[src/rtl/rrwt_pkg.sv]
// Shared types, widths and microcode table of the round-robin wait time unit.
package rrwt_pkg;

  localparam int unsigned MAX_PROCS = 16;
  localparam int unsigned IDX_W     = $clog2(MAX_PROCS);
  localparam int unsigned COUNT_W   = $clog2(MAX_PROCS + 1);
  localparam int unsigned BURST_W   = 16;
  localparam int unsigned TIME_W    = 20;
  localparam int unsigned TOTAL_W   = 24;
  localparam int unsigned PIDX_W    = 4;
  localparam int unsigned UADDR_W   = 3;

  localparam logic [BURST_W-1:0] QUANTUM_RESET = 16'd4;

  // Datapath operations selected by the control word.
  typedef enum logic [2:0] {
    OP_NOP       = 3'd0,
    OP_LOAD      = 3'd1,
    OP_PASS_INIT = 3'd2,
    OP_VISIT     = 3'd3,
    OP_OUT_INIT  = 3'd4,
    OP_OUT_W     = 3'd5,
    OP_EMIT      = 3'd6
  } op_e;

  // Jump conditions.
  typedef enum logic [2:0] {
    COND_NONE      = 3'd0,
    COND_START_END = 3'd1,
    COND_PASS_END  = 3'd2,
    COND_ANY       = 3'd3,
    COND_LAST_OUT  = 3'd4
  } cond_e;

  // Microcode addresses.
  localparam logic [UADDR_W-1:0] S_IDLE     = 3'd0;
  localparam logic [UADDR_W-1:0] S_PASS     = 3'd1;
  localparam logic [UADDR_W-1:0] S_VISIT    = 3'd2;
  localparam logic [UADDR_W-1:0] S_ROUND    = 3'd3;
  localparam logic [UADDR_W-1:0] S_OUT_INIT = 3'd4;
  localparam logic [UADDR_W-1:0] S_OUT_W    = 3'd5;
  localparam logic [UADDR_W-1:0] S_EMIT     = 3'd6;

  typedef struct packed {
    op_e                op;
    cond_e              cond;
    logic [UADDR_W-1:0] jump_to;
    logic [UADDR_W-1:0] next;
  } ucode_t;

  typedef struct packed {
    op_e                op;
    logic [BURST_W-1:0] quantum;
  } rrwt_ctrl_t;

  typedef struct packed {
    logic pass_end;
    logic any_busy;
    logic last_out;
  } rrwt_stat_t;

  // The program: load until the final item, sweep passes until nothing is left,
  // then emit one result per process in two steps each.
  function automatic ucode_t ucode_rom(input logic [UADDR_W-1:0] addr);
    ucode_t w;
    case (addr)
      S_IDLE:     w = '{OP_LOAD,      COND_START_END, S_PASS,     S_IDLE};
      S_PASS:     w = '{OP_PASS_INIT, COND_NONE,      S_VISIT,    S_VISIT};
      S_VISIT:    w = '{OP_VISIT,     COND_PASS_END,  S_ROUND,    S_VISIT};
      S_ROUND:    w = '{OP_NOP,       COND_ANY,       S_PASS,     S_OUT_INIT};
      S_OUT_INIT: w = '{OP_OUT_INIT,  COND_NONE,      S_OUT_W,    S_OUT_W};
      S_OUT_W:    w = '{OP_OUT_W,     COND_NONE,      S_EMIT,     S_EMIT};
      S_EMIT:     w = '{OP_EMIT,      COND_LAST_OUT,  S_IDLE,     S_OUT_W};
      default:    w = '{OP_NOP,       COND_NONE,      S_IDLE,     S_IDLE};
    endcase
    return w;
  endfunction

endpackage

[src/rtl/round_robin_wait_time_calc_unit.sv]
// Top level of the round-robin wait time unit: microcode sequencer, quantum register, datapath.
//
//  channel   direction  handshake                      payload
//  command   in         start, busy                    burst_time_i, last_process_i
//  config    in         cfg_valid_i, cfg_ready_o       cfg_data_i (time quantum)
//  result    out        result_valid_o (one cycle)     index, wait, turnaround, totals, flags
//
// While idle the unit takes one burst time per cycle into its process store.
// The final item starts the schedule: each pass runs S_PASS, then S_VISIT for every process
// and once more for the pass end, then S_ROUND for the round check; passes repeat until every
// process has finished, then S_OUT_INIT and, per process, S_OUT_W and S_EMIT emit results.
// busy stays high from the final item until the last result is on the ports.
// Reset clears the control state and sets the quantum to 4; results cannot be stalled.
module round_robin_wait_time_calc_unit
  import rrwt_pkg::*;
(
  input  logic                clk_i,
  input  logic                rst_ni,
  input  logic                start,
  output logic                busy,
  input  logic [BURST_W-1:0]  burst_time_i,
  input  logic                last_process_i,
  input  logic                cfg_valid_i,
  output logic                cfg_ready_o,
  input  logic [BURST_W-1:0]  cfg_data_i,
  output logic                result_valid_o,
  output logic [PIDX_W-1:0]   process_index_o,
  output logic [TIME_W-1:0]   waiting_time_o,
  output logic [TIME_W-1:0]   turnaround_time_o,
  output logic [TOTAL_W-1:0]  total_waiting_o,
  output logic [TOTAL_W-1:0]  total_turnaround_o,
  output logic                overflowed_o,
  output logic                end_of_run_o
);

  logic [UADDR_W-1:0] step_q, step_d;
  logic [BURST_W-1:0] quantum_q;
  ucode_t             uword;
  rrwt_ctrl_t         ctrl;
  rrwt_stat_t         stat;
  logic               take_jump;

  assign uword       = ucode_rom(step_q);
  assign busy        = (step_q != S_IDLE);
  assign cfg_ready_o = 1'b1;

  // The load step only acts on a cycle that actually carries a transaction.
  assign ctrl.op      = (uword.op == OP_LOAD && !start) ? OP_NOP : uword.op;
  assign ctrl.quantum = quantum_q;

  always_comb begin
    case (uword.cond)
      COND_NONE:      take_jump = 1'b0;
      COND_START_END: take_jump = start && last_process_i;
      COND_PASS_END:  take_jump = stat.pass_end;
      COND_ANY:       take_jump = stat.any_busy;
      COND_LAST_OUT:  take_jump = stat.last_out;
      default:        take_jump = 1'b0;
    endcase
    step_d = take_jump ? uword.jump_to : uword.next;
  end

  always_ff @(posedge clk_i or negedge rst_ni) begin
    if (!rst_ni) begin
      step_q    <= S_IDLE;
      quantum_q <= QUANTUM_RESET;
    end else begin
      step_q <= step_d;
      if (cfg_valid_i && cfg_ready_o) begin
        quantum_q <= cfg_data_i;
      end
    end
  end

  rrwt_datapath u_datapath (
    .clk_i              (clk_i),
    .rst_ni             (rst_ni),
    .ctrl_i             (ctrl),
    .burst_time_i       (burst_time_i),
    .stat_o             (stat),
    .result_valid_o     (result_valid_o),
    .process_index_o    (process_index_o),
    .waiting_time_o     (waiting_time_o),
    .turnaround_time_o  (turnaround_time_o),
    .total_waiting_o    (total_waiting_o),
    .total_turnaround_o (total_turnaround_o),
    .overflowed_o       (overflowed_o),
    .end_of_run_o       (end_of_run_o)
  );

`ifndef SYNTHESIS
  // A final item always starts the schedule.
  a_start_run: assert property (@(posedge clk_i) disable iff (!rst_ni)
    (start && !busy && last_process_i) |=> busy)
    else $error("final item did not start the schedule");

  // Each result takes two sequencer steps, so strobes never come back to back.
  a_strobe_gap: assert property (@(posedge clk_i) disable iff (!rst_ni)
    result_valid_o |=> !result_valid_o)
    else $error("result strobes in consecutive cycles");

  // The run's final result returns the unit to idle.
  a_end_idle: assert property (@(posedge clk_i) disable iff (!rst_ni)
    (result_valid_o && end_of_run_o) |-> !busy)
    else $error("unit still busy after the final result");

  // Results appear only after a run was under way.
  a_valid_from_run: assert property (@(posedge clk_i) disable iff (!rst_ni)
    result_valid_o |-> $past(busy))
    else $error("result strobe without a run");
`endif

endmodule

[src/rtl/rrwt_datapath.sv]
// Datapath of the round-robin wait time unit: process stores, scheduler arithmetic, result registers.
module rrwt_datapath
  import rrwt_pkg::*;
(
  input  logic                clk_i,
  input  logic                rst_ni,
  input  rrwt_ctrl_t          ctrl_i,
  input  logic [BURST_W-1:0]  burst_time_i,
  output rrwt_stat_t          stat_o,
  output logic                result_valid_o,
  output logic [PIDX_W-1:0]   process_index_o,
  output logic [TIME_W-1:0]   waiting_time_o,
  output logic [TIME_W-1:0]   turnaround_time_o,
  output logic [TOTAL_W-1:0]  total_waiting_o,
  output logic [TOTAL_W-1:0]  total_turnaround_o,
  output logic                overflowed_o,
  output logic                end_of_run_o
);

  logic [BURST_W-1:0] burst_mem [MAX_PROCS];
  logic [BURST_W-1:0] rem_mem   [MAX_PROCS];
  logic [TIME_W-1:0]  fin_mem   [MAX_PROCS];

  logic [COUNT_W-1:0] count_q, count_d;
  logic [COUNT_W-1:0] idx_q, idx_d;
  logic [TIME_W-1:0]  elapsed_q, elapsed_d;
  logic               ovf_q, ovf_d;
  logic               any_q, any_d;
  logic [TOTAL_W-1:0] tot_w_q, tot_w_d;
  logic [TOTAL_W-1:0] tot_t_q, tot_t_d;
  logic [TIME_W-1:0]  wait_q;

  logic [IDX_W-1:0]   rd_idx;
  logic [BURST_W-1:0] cur_rem;
  logic [BURST_W-1:0] cur_burst;
  logic [TIME_W-1:0]  cur_fin;
  logic [BURST_W-1:0] q_eff;
  logic               serve_full;
  logic [BURST_W-1:0] serve_amt;
  logic [TIME_W-1:0]  elapsed_sum;
  logic               pass_end;
  logic               last_out;
  logic               can_load;
  logic               visit_live;
  logic [TOTAL_W-1:0] sum_w;
  logic [TOTAL_W-1:0] sum_t;

  assign rd_idx    = idx_q[IDX_W-1:0];
  assign cur_rem   = rem_mem[rd_idx];
  assign cur_burst = burst_mem[rd_idx];
  assign cur_fin   = fin_mem[rd_idx];

  // A quantum of zero behaves as a quantum of one.
  assign q_eff       = (ctrl_i.quantum == '0) ? BURST_W'(1) : ctrl_i.quantum;
  assign serve_full  = cur_rem > q_eff;
  assign serve_amt   = serve_full ? q_eff : cur_rem;
  assign elapsed_sum = elapsed_q + TIME_W'(serve_amt);

  assign pass_end   = (idx_q == count_q);
  assign last_out   = ((idx_q + COUNT_W'(1)) == count_q);
  assign can_load   = (count_q < COUNT_W'(MAX_PROCS));
  assign visit_live = !pass_end && (cur_rem != '0);

  assign sum_w = tot_w_q + TOTAL_W'(wait_q);
  assign sum_t = tot_t_q + TOTAL_W'(cur_fin);

  assign stat_o = '{pass_end: pass_end, any_busy: any_q, last_out: last_out};

  always_comb begin
    count_d   = count_q;
    idx_d     = idx_q;
    elapsed_d = elapsed_q;
    ovf_d     = ovf_q;
    any_d     = any_q;
    tot_w_d   = tot_w_q;
    tot_t_d   = tot_t_q;
    case (ctrl_i.op)
      OP_LOAD: begin
        if (can_load) begin
          count_d = count_q + COUNT_W'(1);
        end else begin
          ovf_d = 1'b1;
        end
      end
      OP_PASS_INIT: begin
        idx_d = '0;
        any_d = 1'b0;
      end
      OP_VISIT: begin
        if (!pass_end) begin
          idx_d = idx_q + COUNT_W'(1);
        end
        if (visit_live) begin
          any_d     = 1'b1;
          elapsed_d = elapsed_sum;
        end
      end
      OP_OUT_INIT: begin
        idx_d   = '0;
        tot_w_d = '0;
        tot_t_d = '0;
      end
      OP_EMIT: begin
        tot_w_d = sum_w;
        tot_t_d = sum_t;
        if (last_out) begin
          count_d   = '0;
          elapsed_d = '0;
          ovf_d     = 1'b0;
        end else begin
          idx_d = idx_q + COUNT_W'(1);
        end
      end
      default: begin
      end
    endcase
  end

  always_ff @(posedge clk_i or negedge rst_ni) begin
    if (!rst_ni) begin
      count_q        <= '0;
      idx_q          <= '0;
      elapsed_q      <= '0;
      ovf_q          <= 1'b0;
      any_q          <= 1'b0;
      result_valid_o <= 1'b0;
    end else begin
      count_q        <= count_d;
      idx_q          <= idx_d;
      elapsed_q      <= elapsed_d;
      ovf_q          <= ovf_d;
      any_q          <= any_d;
      result_valid_o <= (ctrl_i.op == OP_EMIT);
    end
  end

  // Process stores. A load writes the finish time as zero so a zero burst
  // reports zero waiting and zero turnaround without ever being served.
  always_ff @(posedge clk_i) begin
    if (ctrl_i.op == OP_LOAD && can_load) begin
      burst_mem[count_q[IDX_W-1:0]] <= burst_time_i;
      rem_mem[count_q[IDX_W-1:0]]   <= burst_time_i;
      fin_mem[count_q[IDX_W-1:0]]   <= '0;
    end else if (ctrl_i.op == OP_VISIT && visit_live) begin
      if (serve_full) begin
        rem_mem[rd_idx] <= cur_rem - q_eff;
      end else begin
        rem_mem[rd_idx] <= '0;
        fin_mem[rd_idx] <= elapsed_sum;
      end
    end
  end

  always_ff @(posedge clk_i) begin
    tot_w_q <= tot_w_d;
    tot_t_q <= tot_t_d;
    if (ctrl_i.op == OP_OUT_W) begin
      wait_q <= cur_fin - TIME_W'(cur_burst);
    end
    if (ctrl_i.op == OP_EMIT) begin
      process_index_o    <= PIDX_W'(idx_q);
      waiting_time_o     <= wait_q;
      turnaround_time_o  <= cur_fin;
      total_waiting_o    <= last_out ? sum_w : '0;
      total_turnaround_o <= last_out ? sum_t : '0;
      overflowed_o       <= ovf_q;
      end_of_run_o       <= last_out;
    end
  end

endmodule

[config.mk]
export PLATFORM = sky130hd
export DESIGN_NAME = round_robin_wait_time_calc_unit
export DESIGN_NICKNAME = d
export VERILOG_FILES = /design/src/rtl/rrwt_pkg.sv /design/src/rtl/round_robin_wait_time_calc_unit.sv /design/src/rtl/rrwt_datapath.sv
export SDC_FILE = /design/constraint.sdc
export NUM_CORES = 1
export LEC_CHECK = 0
export ABC_AREA = 0
export BUFFER_PORTS_ARGS = -buffer_cell sky130_fd_sc_hd__buf_2
export CELL_PAD_IN_SITES_DETAIL_PLACEMENT = 0
export CELL_PAD_IN_SITES_GLOBAL_PLACEMENT = 2
export CORE_MARGIN = 8
export CORE_UTILIZATION = 51
export DETAILED_ROUTE_END_ITERATION = 10
export PLACE_DENSITY = 0.95
export SLEW_MARGIN = 20
export SYNTH_ARGS = -nofsm -noshare
export SYNTH_HDL_FRONTEND = slang
export SYNTH_SLANG_ARGS = --single-unit
[constraint.sdc]
create_clock -name clk_i -period 15.05 [get_ports clk_i]
set_clock_uncertainty 0.05 [all_clocks]
set_input_delay 4.515 -clock clk_i [delete_from_list [all_inputs] [get_ports clk_i]]
set_output_delay 4.515 -clock clk_i [all_outputs]
set_load 0.005 [all_outputs]
======== Yosys cells after proc, flatten, opt, wreduce, memory -nomap -nowiden ========
Memories as Yosys holds them, arrays and structs flattened.
Cells that the tools add are included.
storage, ports and cells
  flip-flop bits (word level) ............. 214
  bits in writable memories ............... 832
  input bits .............................. 37
  output and inout bits ................... 97
  logic and storage cells ................. 119
  memories ................................ 3
operators by class
  $add $sub $neg .......................... 7
  magnitude comparators ................... 2
  equal/unequal tests ..................... 25
  mux-type cells .......................... 39
  bitwise gates (word level) .............. 1
  reductions and logical operators ........ 24
memory list
  name                  words  bits a word  read ports  clocked after memory_dff  write ports  RTL line             source
  u_datapath.fin_mem    16     20           1           0                         1            rrwt_datapath.sv:22  logic [TIME_W-1:0] fin_mem [MAX_PROCS];
  u_datapath.burst_mem  16     16           1           0                         1            rrwt_datapath.sv:20  logic [BURST_W-1:0] burst_mem [MAX_PROCS];
  u_datapath.rem_mem    16     16           1           0                         1            rrwt_datapath.sv:21  logic [BURST_W-1:0] rem_mem [MAX_PROCS];
operator list
  cell                 number
  $pmux 24 s2          2
  $pmux 12 s7          1
  $mux 16              4
  $mux 20              3
  $add 24x20->24       2
  $pmux 20 s2          1
  $eq 3x3->1 const B   7
  $add 20x16->20       1
  $mux 5               4
  $reduce_or 20->1     1
  $sub 20x16->20       1
  $eq 3x2->1 const B   6
  $gt 16x16->1         1
  $logic_not 16->1     1
  $reduce_bool 16->1   1
  $reduce_or 16->1     1
  $sub 16x16->16       1
  $mux 1               15
  $pmux 5 s3           1
  $eq 3x1->1 const B   4
  $reduce_and 3->1     4
  $add 5x1->5 const B  2
  $eq 5x5->1           2
  $pmux 5 s2           1
  other kinds (15)     31

======== Longest topological paths before layout ========
Gate-level depths: netlist of the first run.
  depth after elaboration ................. 13
  mapped depth ............................ 27

======== By module ========
From an unflattened synthesis of the first run, not the netlist that was laid out.
second synthesis, totals
  cells, all modules ...................... 2,561
  area, all modules ....................... 44,819.2 um2
by module, submodules not included
  module                           times used  cells each  area an instance (um2)  sequential area each (um2)
  rrwt_datapath                    1           2,500       43,970.9                30,674.4
  round_robin_wait_time_calc_unit  1           61          848.3                   476.7

======== Worst setup path before layout of the first run ========
OpenSTA, ideal clock, no wires.
  path type ............................... in2reg
  from .................................... input port start
  to ...................................... memory u_datapath.fin_mem[1][0] (enable)
  setup time .............................. 0.430 ns
  arrival ................................. 6.687 ns
  path slack .............................. 7.883 ns
  stages .................................. 4
  cells stage by stage .................... inv_1 > nor3_1 > nand2_1 > o32ai_1
on the way
  longest elaborated chain between the ends .. 10
  elaborated cells between the ends (all ways) .. 15
RTL lines
  what                                               RTL line                               source
  from (decl)                                        round_robin_wait_time_calc_unit.sv:19  input logic start,
  $logic_not 1->1 *                                  round_robin_wait_time_calc_unit.sv:48  assign ctrl.op = (uword.op == OP_LOAD && !start) ? OP_NOP : uword.op;
  $logic_and 1x1->1 *                                round_robin_wait_time_calc_unit.sv:48
  $mux 3 *                                           round_robin_wait_time_calc_unit.sv:48
  $eq 3x2->1                                         rrwt_datapath.sv:144                   end else if (ctrl_i.op == OP_VISIT && visit_live) begin
  $logic_and 1x1->1                                  rrwt_datapath.sv:144
  $mux 1                                             rrwt_datapath.sv:144
  $mux 1                                             rrwt_datapath.sv:140                   if (ctrl_i.op == OP_LOAD && can_load) begin
  $mux 1 (not written as such)                       rrwt_datapath.sv:149                   fin_mem[rd_idx] <= elapsed_sum;
  $reduce_or 20->1 (no line)                         --
  $mux 4 (no line) / $mux 1 (equally long branches)  --
  to (decl)                                          rrwt_datapath.sv:22
Every way passes the cells marked *; elsewhere a longest branch is shown, timed or not.

======== Worst setup path in the final report of the first run ========
  from .................................... register u_datapath.idx_q[0]
  to ...................................... memory u_datapath.fin_mem[6][18] (data pin)
on the way
  longest elaborated chain between the ends .. 9
  elaborated cells between the ends (all ways) .. 15
RTL lines
  what                                                                    RTL line              source
  from (decl)                                                             rrwt_datapath.sv:25   logic [COUNT_W-1:0] idx_q, idx_d;
  from (signal assigned)                                                  rrwt_datapath.sv:129  idx_q <= idx_d;
  parallel branches: the longest is 8 deep, another holds $add 20x16->20  --
  $mux 20 (no line) *                                                     --
Mark *: on every way between the ends.

==> results of run 1 <==
## critical path: stages (launching register included)
cell and delay, ns:
sky130_fd_sc_hd__dfrtp_4 1.07, sky130_fd_sc_hd__buf_4 0.92, sky130_fd_sc_hd__buf_4 0.76, sky130_fd_sc_hd__mux4_2 0.60, sky130_fd_sc_hd__mux4_2 0.63, sky130_fd_sc_hd__inv_1 0.11, sky130_fd_sc_hd__fa_1 0.18, sky130_fd_sc_hd__nor2b_1 0.09
sky130_fd_sc_hd__o21bai_1 0.20, sky130_fd_sc_hd__nand4_1 0.15, sky130_fd_sc_hd__a41oi_1 0.39, sky130_fd_sc_hd__o21ai_0 0.22, sky130_fd_sc_hd__o21ai_4 0.13, sky130_fd_sc_hd__buf_4 0.56, sky130_fd_sc_hd__nor2_1 0.10, sky130_fd_sc_hd__a31oi_1 0.18
sky130_fd_sc_hd__ha_1 0.31, sky130_fd_sc_hd__o21a_1 0.21, sky130_fd_sc_hd__o31a_1 0.12, sky130_fd_sc_hd__o311a_1 0.34, sky130_fd_sc_hd__o41ai_1 0.59, sky130_fd_sc_hd__o211ai_1 0.33, sky130_fd_sc_hd__nand4_1 0.20, sky130_fd_sc_hd__xor2_1 0.08
sky130_fd_sc_hd__nor2_1 0.61
## cell families (layout without fill, tap and decap cells)
group / Yosys count / count (layout) / synth area share
flops: 1046 / 1046 / 0.7010
simple gates: 494 / 494 / 0.05395
compound gates: 355 / 355 / 0.05113
mux: 272 / 272 / 0.1293
buf+inv: 178 / 445 / 0.01737
fa+ha+maj: 98 / 98 / 0.02844
xor+xnor: 95 / 95 / 0.01872
other cells: 1 / 3 / 0.00008439
## registers in the layout, indices dropped and copies added, names as in the netlist, 3 cells and up
register                       cells
u_datapath.elapsed_q              20
u_datapath.process_index_o         4
u_datapath.idx_q                   5
u_datapath.total_turnaround_o     24
u_datapath.burst_mem             256
u_datapath.turnaround_time_o      20
u_datapath.tot_t_q                24
u_datapath.wait_q                 20
u_datapath.total_waiting_o        24
step_q                             3
quantum_q                         16
u_datapath.count_q                 5
u_datapath.fin_mem               320
u_datapath.tot_w_q                24
u_datapath.rem_mem               256
u_datapath.waiting_time_o         20
## placed cells by master, fill, tap and decap left out, types with 53 or more instances in the layout
| master | n |
|---|---|
| sky130_fd_sc_hd__buf_4 | 53 |
| sky130_fd_sc_hd__ha_1 | 93 |
| sky130_fd_sc_hd__inv_1 | 67 |
| sky130_fd_sc_hd__buf_2 | 132 |
| sky130_fd_sc_hd__clkbuf_16 | 101 |
| sky130_fd_sc_hd__o21ai_0 | 86 |
| sky130_fd_sc_hd__nor2_1 | 173 |
| sky130_fd_sc_hd__mux4_2 | 241 |
| sky130_fd_sc_hd__nand2_1 | 87 |
| sky130_fd_sc_hd__a21oi_1 | 75 |
| sky130_fd_sc_hd__edfxtp_1 | 994 |
| sky130_fd_sc_hd__xnor2_1 | 56 |
## through the flow
stage / utilization / instances / instance area (µm²) / power [mW] / hold slack [ns]
2_1_floorplan: - / 2539 / 44440 / 6.905 / 0.3731
3_3_place_gp: 0.5408 / 3772 / 46840 / 7.996 / 0.3914
3_5_place_dp: 0.5410 / 3772 / 46860 / 8.121 / 0.4066
4_1_cts: 0.5815 / 3960 / 50370 / 10.80 / 0.4191
5_1_grt: 0.5819 / 3963 / 50410 / 11.28 / 0.4371
6_report: 0.5819 / 3963 / 50410 / 10.78 / 0.4156
## cell type report
class | count | share of cell area
sequential | 1046 | 0.6182
multi-input combinational | 1315 | 0.2564
clock buffer | 130 | 0.05389
tap | 1155 | 0.02867
timing repair buffer | 187 | 0.02169
clock inverter | 58 | 0.01576
inverter | 70 | 0.005287
antenna | 2 | 0.00009929
## where the power goes
group | internal (mW) | switching (mW)
Sequential | 3.84 | 0.192
Clock | 1.56 | 1.10
Combinational | 1.60 | 2.49
## worst paths after layout
kind / start / end / cells past startpoint
min in group asynchronous: rst_ni / u_datapath.elapsed_q[18] / 2
max in group asynchronous: rst_ni / u_datapath.idx_q[1] / 2
worst min-delay path: u_datapath.wait_q[16] / u_datapath.waiting_time_o[16] / 0
worst max-delay path: u_datapath.idx_q[0] / u_datapath.fin_mem[6][18] / 24
worst max register to register: u_datapath.idx_q[0] / u_datapath.fin_mem[6][18] / 24
worst min register to register: u_datapath.wait_q[16] / u_datapath.waiting_time_o[16] / 0
## per-layer routing
layer | share of wire | wire (µm) | track usage
met2 | 0.50 | 55090 | 0.3779
met5 | 0 | 0 | 0
met1 | 0.39 | 43270 | 0.2936
met3 | 0.077 | 8403 | 0.03811
met4 | 0.027 | 2966 | 0.06647
==> impl_metrics.json, run 1 <==
{
  "multiInputGateArea_um2": 12920,
  "postCtsSetupRepairBufs": 0,
  "postLayoutSetupSlackWorst_ns": 5.414,
  "initial_cell_density_of_the_core": 0.5130,
  "fillCellCount": 6250,
  "routedWlPerCell_um": 27.69,
  "fmax_mhz": 103.8,
  "drive_gt1_frac": 0.2299,
  "synthTopCellsByCount": "sky130_fd_sc_hd__edfxtp_1 (994), sky130_fd_sc_hd__mux4_2 (241), sky130_fd_sc_hd__nor2_1 (176)",
  "grt.total_usage": 0.2220,
  "initial_antenna_violation_count": 6,
  "hold_viol_final": 0,
  "clockRootBuffer": "sky130_fd_sc_hd__clkbuf_16",
  "synth_top_cell_by_area": "sky130_fd_sc_hd__edfxtp_1",
  "drt.antenna.violating_nets": 0,
  "setup.worst_path.class": "flip-flop to flip-flop",
  "ctsResizeCount": 0,
  "preCtsSetupSlack_ns": 5.488,
  "cts_buffers": 101,
  "drt_iter0_markers": 2779,
  "cts.htree.levels": 3,
  "coreArea_um2": 86620,
  "post-synth-top-count-cell": "sky130_fd_sc_hd__edfxtp_1",
  "synth-seq-cells": 1046,
  "final-seq-area_um2": 31160,
  "synth_top_area_frac": 0.6717,
  "residual_drc_count": 0,
  "synth_async_sr_flop_share": 0.04971,
  "cts.path.max_buffers": 3,
  "setup_total_negative_slack_ns": 0,
  "cap_violations": 0,
  "dr_vias_cell": 6.213,
  "rsz0062_at_grt": "false",
  "route.vias.total": 24620,
  "hpwlAfterDp_mm": 65.50,
  "synth_fp_nets": 2674,
  "avgSynthCellArea_um2": 17.50,
  "power_density_nw_per_um2": 213.8,
  "synthesis.yosys.warnings": 0,
  "clock_sinks": 1046,
  "floorplan.die.width_um": 311.2,
  "maxSlewViolCount": 0,
  "worst_pin_slew_ns": 1.166,
  "cts.reportedPaths.clkPinSlew_ns": 0.06,
  "grt.overflow.total": 0,
  "die-area_um2": 96840,
  "grt_first_pass_wirelength_mm": 162.4,
  "synth_area_leaders": "sky130_fd_sc_hd__edfxtp_1 (67%), sky130_fd_sc_hd__mux4_2 (12%), sky130_fd_sc_hd__dfrtp_1 (2.9%)",
  "pin_count_of_the_biggest_net_entering_global_routing": 146,
  "worst_setup_path_start_kind": "flip-flop",
  "relSlewSlack": 0.2195,
  "layout_min_cycle_time_ns": 9.636,
  "max-vdd-ir-drop_mv": 0.1298,
  "worst-endpoint-required_ns": 15.36,
  "post_synthesis_cell_area_um2": 44440,
  "synth_edf_count": 994,
  "outcome": "complete, no violations",
  "reg2reg_setup_slack_ns": 5.41,
  "synth_ff_type": "sky130_fd_sc_hd__edfxtp_1",
  "critical_path.max_fanout": 58,
  "ios": 134,
  "drt_wl_total_mm": 109.7,
  "fin_nets": 2856,
  "firstDrtPassIters": 5,
  "crit_arrival_ns": 9.94,
  "hold_buffers": 0,
  "critPathCaptureType": "flip-flop",
  "worstSkewPairLatency_ns": 0.68,
  "row_cnt": 108,
  "static-leakage-power_nw": 17.04,
  "synth_cells": 2539,
  "fin_crit_sh": 0.6403,
  "cts_tree": "built",
  "numPortBuffers": 132,
  "yosys.cell_types.count": 71,
  "seq_area_frac_synth": 0.7010,
  "gp_congestion": 0.8543,
  "number_of_endpoints_failing_setup_at_the_final_stage": 0,
  "number_of_global_route_vias_before_repair": 25110,
  "holdCritPathClass": "flip-flop to flip-flop",
  "floorplan.die.height_um": 311.2,
  "area_growth_syn_to_layout_pct": 13.43
}
(Power assumes the default switching activity.)
==> inputs of run 2 (changes only) <==
- ABC_AREA: 0 -> 1
- CORE_UTILIZATION: 51 -> 43
- PLACE_DENSITY: 0.95 -> 0.9
- clock period: 15.05 -> 9.1 ns (I/O delays scaled with it)
==> impl_metrics.json, run 2 <==
{
  "worst_path_max_delay_cell": "sky130_fd_sc_hd__dfrtp_4",
  "net_switching_power_of_the_design_mw": 2.574,
  "power_density_nw_per_um2": 214.7,
  "post_synth_and_or_nand_nor_area_fraction": 0.1251,
  "postCtsSetupRepairBufs": 0,
  "maxSlewViolCount": 0,
  "synth-seq-cells": 1046,
  "worst_reg2reg_startpoint": "u_datapath.idx_q[2]",
  "clockRootBuffer": "sky130_fd_sc_hd__clkbuf_16",
  "worst_setup_path_start_kind": "flip-flop",
  "row_cnt": 119,
  "cts.path.max_buffers": 3,
  "crit_path_end": "u_datapath.fin_mem[11][16]",
  "setup_total_negative_slack_ns": 0,
  "numPortBuffers": 132,
  "outcome": "complete, no violations",
  "synth_top_cell_by_area": "sky130_fd_sc_hd__edfxtp_1",
  "hold_buffers": 0,
  "pwr-share-seq": 0.523,
  "pin_count_of_the_biggest_net_entering_global_routing": 134,
  "fmax_mhz": 132.6,
  "dr_vias_cell": 5.577,
  "number_of_global_route_vias_before_repair": 29090,
  "yosys.cell_types.count": 49,
  "synth-compound-area-share": 0.1030,
  "crit_arrival_ns": 7.85,
  "post-synth-top-count-cell": "sky130_fd_sc_hd__edfxtp_1",
  "switching_share": 0.2342,
  "worst-endpoint-required_ns": 9.41,
  "cp-startpoint": "u_datapath.idx_q[2]",
  "holdCritPathClass": "flip-flop to flip-flop",
  "setup.worst_path.class": "flip-flop to flip-flop",
  "route.vias.total": 30490,
  "floorplan.die.height_um": 340.9,
  "grt_first_pass_wirelength_mm": 184.5,
  "synth_area_leaders": "sky130_fd_sc_hd__edfxtp_1 (66%), sky130_fd_sc_hd__nand2_1 (4.9%), sky130_fd_sc_hd__o21ai_0 (4.7%)",
  "floorplan.die.width_um": 340.9,
  "synthTopCellsByCount": "sky130_fd_sc_hd__edfxtp_1 (994), sky130_fd_sc_hd__nand2_1 (591), sky130_fd_sc_hd__nor2_1 (519)",
  "fin_nets": 4120,
  "post_synthesis_cell_area_um2": 45380,
  "initial_cell_density_of_the_core": 0.4323,
  "layout.core_utilization": 0.4878,
  "synth_async_sr_flop_share": 0.04971,
  "cts.reportedPaths.clkPinSlew_ns": 0.06,
  "gp_congestion": 0.8888,
  "residual_drc_count": 0,
  "ios": 134,
  "die-area_um2": 116200,
  "worst_min_path_start": "u_datapath.wait_q[19]",
  "coreArea_um2": 105000,
  "critPathCaptureType": "flip-flop",
  "synth_xor_xnor_area_share": 0.01814,
  "dominant_combinational_cell_family_by_area_after_synthesis": "simple AND/OR/NAND/NOR gates",
  "clock_sinks": 1046,
  "number_of_endpoints_failing_setup_at_the_final_stage": 0,
  "cpPeakStageDelay_ns": 0.78,
  "reg2reg_setup_slack_ns": 1.56,
  "max-vdd-ir-drop_mv": 0.1639,
  "placed_area_um2": 47700,
  "seq_area_frac_synth": 0.6865,
  "synth_cells": 3869,
  "relSlewSlack": 0.2860,
  "initial_antenna_violation_count": 4,
  "synth_edf_count": 994,
  "avgSynthCellArea_um2": 11.73,
  "synth_fp_nets": 4004,
  "cts.htree.levels": 3,
  "power.combinational.fraction": 0.084,
  "cts_tree": "built",
  "critPathMostFrequentCell": "sky130_fd_sc_hd__nand2_1",
  "synth_fa_ha_area_frac": 0.02785,
  "fin_crit_sh": 0.8290,
  "drt_iter0_markers": 3052,
  "layout.cell_area.non_filler_um2": 51210,
  "layout_min_cycle_time_ns": 7.544,
  "critical_path.max_fanout": 35,
  "routedWlPerCell_um": 22.58,
  "area_growth_syn_to_layout_pct": 12.85,
  "hold_viol_final": 0,
  "grt.overflow.total": 0,
  "fillCellCount": 9301,
  "hpwlAfterDp_mm": 72.82,
  "crit-reg2reg-capture": "u_datapath.fin_mem[11][16]",
  "synth_ff_type": "sky130_fd_sc_hd__edfxtp_1",
  "cell_internal_pwr_mw": 8.419,
  "drt.antenna.violating_nets": 0,
  "drt_wl_total_mm": 123.5,
  "synthMuxAreaShare": 0,
  "ctsResizeCount": 0,
  "most-common-layout-cells": "sky130_fd_sc_hd__edfxtp_1 (994), sky130_fd_sc_hd__nand2_1 (590), sky130_fd_sc_hd__nor2_1 (468)",
  "largest_register": "u_datapath.fin_mem",
  "grt.total_usage": 0.2063,
  "synthesis.yosys.warnings": 0,
  "firstDrtPassIters": 6,
  "drive_gt1_frac": 0.1114,
  "worstSkewPairLatency_ns": 0.69,
  "static-leakage-power_nw": 18.43,
  "cts_buffers": 107,
  "mostFrequentLayoutCell": "sky130_fd_sc_hd__edfxtp_1",
  "largest_register_ff_count": 320,
  "power.clock.fraction": 0.393,
  "synth_top_area_frac": 0.6578,
  "reg2regPathDepth": 28,
  "cap_violations": 0,
  "rsz0062_at_grt": "false",
  "worst_pin_slew_ns": 1.057
}
## run 2: cell types whose count changed after synthesis, sizes merged, moves of 48 or more
cell / change
o22ai: +48
nand3: +207
o211ai: +57
mux4: -241
inv: +160
o221ai: +98
clkbuf: +65
nor2: +345
nand2: +506
o21ai: +353
## run 2: logic make-up after synthesis
group           after synthesis
simple gates               1396
flops                      1046
compound gates              798
buf+inv                     436
fa+ha+maj                    98
xor+xnor                     94
other cells                   1
## run 2: layout make-up
cell class,instances,area (µm²),share of cell area
Antenna cell,2,5.005,0.00009773
Clock buffer,136,2930,0.05722
Clock inverter,62,551.8,0.01078
Inverter,229,873.3,0.01705
Multi-Input combinational cell,2387,12640,0.2468
Sequential cell,1046,31170,0.6086
Tap cell,1391,1740,0.03399
Timing Repair Buffer,214,1305,0.02548
## run 2: layer usage
metal	track usage	wire, µm
met1	0.2916	53720
met2	0.3330	58070
met3	0.03228	8742
met4	0.05460	2913
met5	0	13
## run 2: how the worst min path moves through the flow
stage,end,slack (ns),depth (start not counted)
CTS,u_datapath.waiting_time_o[19],0.41,0
detailed placement,u_datapath.waiting_time_o[19],0.40,0
global route,u_datapath.waiting_time_o[19],0.41,0
global placement,u_datapath.waiting_time_o[19],0.40,0
floorplan,u_datapath.overflowed_o,0.38,0
finish,u_datapath.waiting_time_o[19],0.41,0
## run 2: critical path: cells and delay by family, from the launching register on
family          cells  cell delay, ns
buf+inv             4            1.17
compound gates      6            1.49
xor+xnor            1            0.19
flops               1            0.78
fa+ha+maj           3            1.08
simple gates       14            2.45
## run 2: power groups by stage
stage               sequential (mW)  combinational (mW)  clock, mW
floorplan                      5.83               0.572          0
global placement               5.85               0.884          0
detailed placement             5.85               0.906          0
CTS                            5.75               0.909       4.39
global route                   5.76                1.02       4.58
finish                         5.75               0.919       4.32
## run 2: stage by stage
step / hold slack, ns / instances / power, mW / setup slack (ns)
2_1_floorplan: 0.3753 / 3869 / 6.401 / 0.6219
6_report: 0.4078 / 5467 / 10.99 / 1.556
3_5_place_dp: 0.3959 / 5267 / 6.756 / 1.367
5_1_grt: 0.4097 / 5466 / 11.36 / 0.9081
4_1_cts: 0.4076 / 5465 / 11.05 / 1.330
3_3_place_gp: 0.3988 / 5267 / 6.732 / 1.510
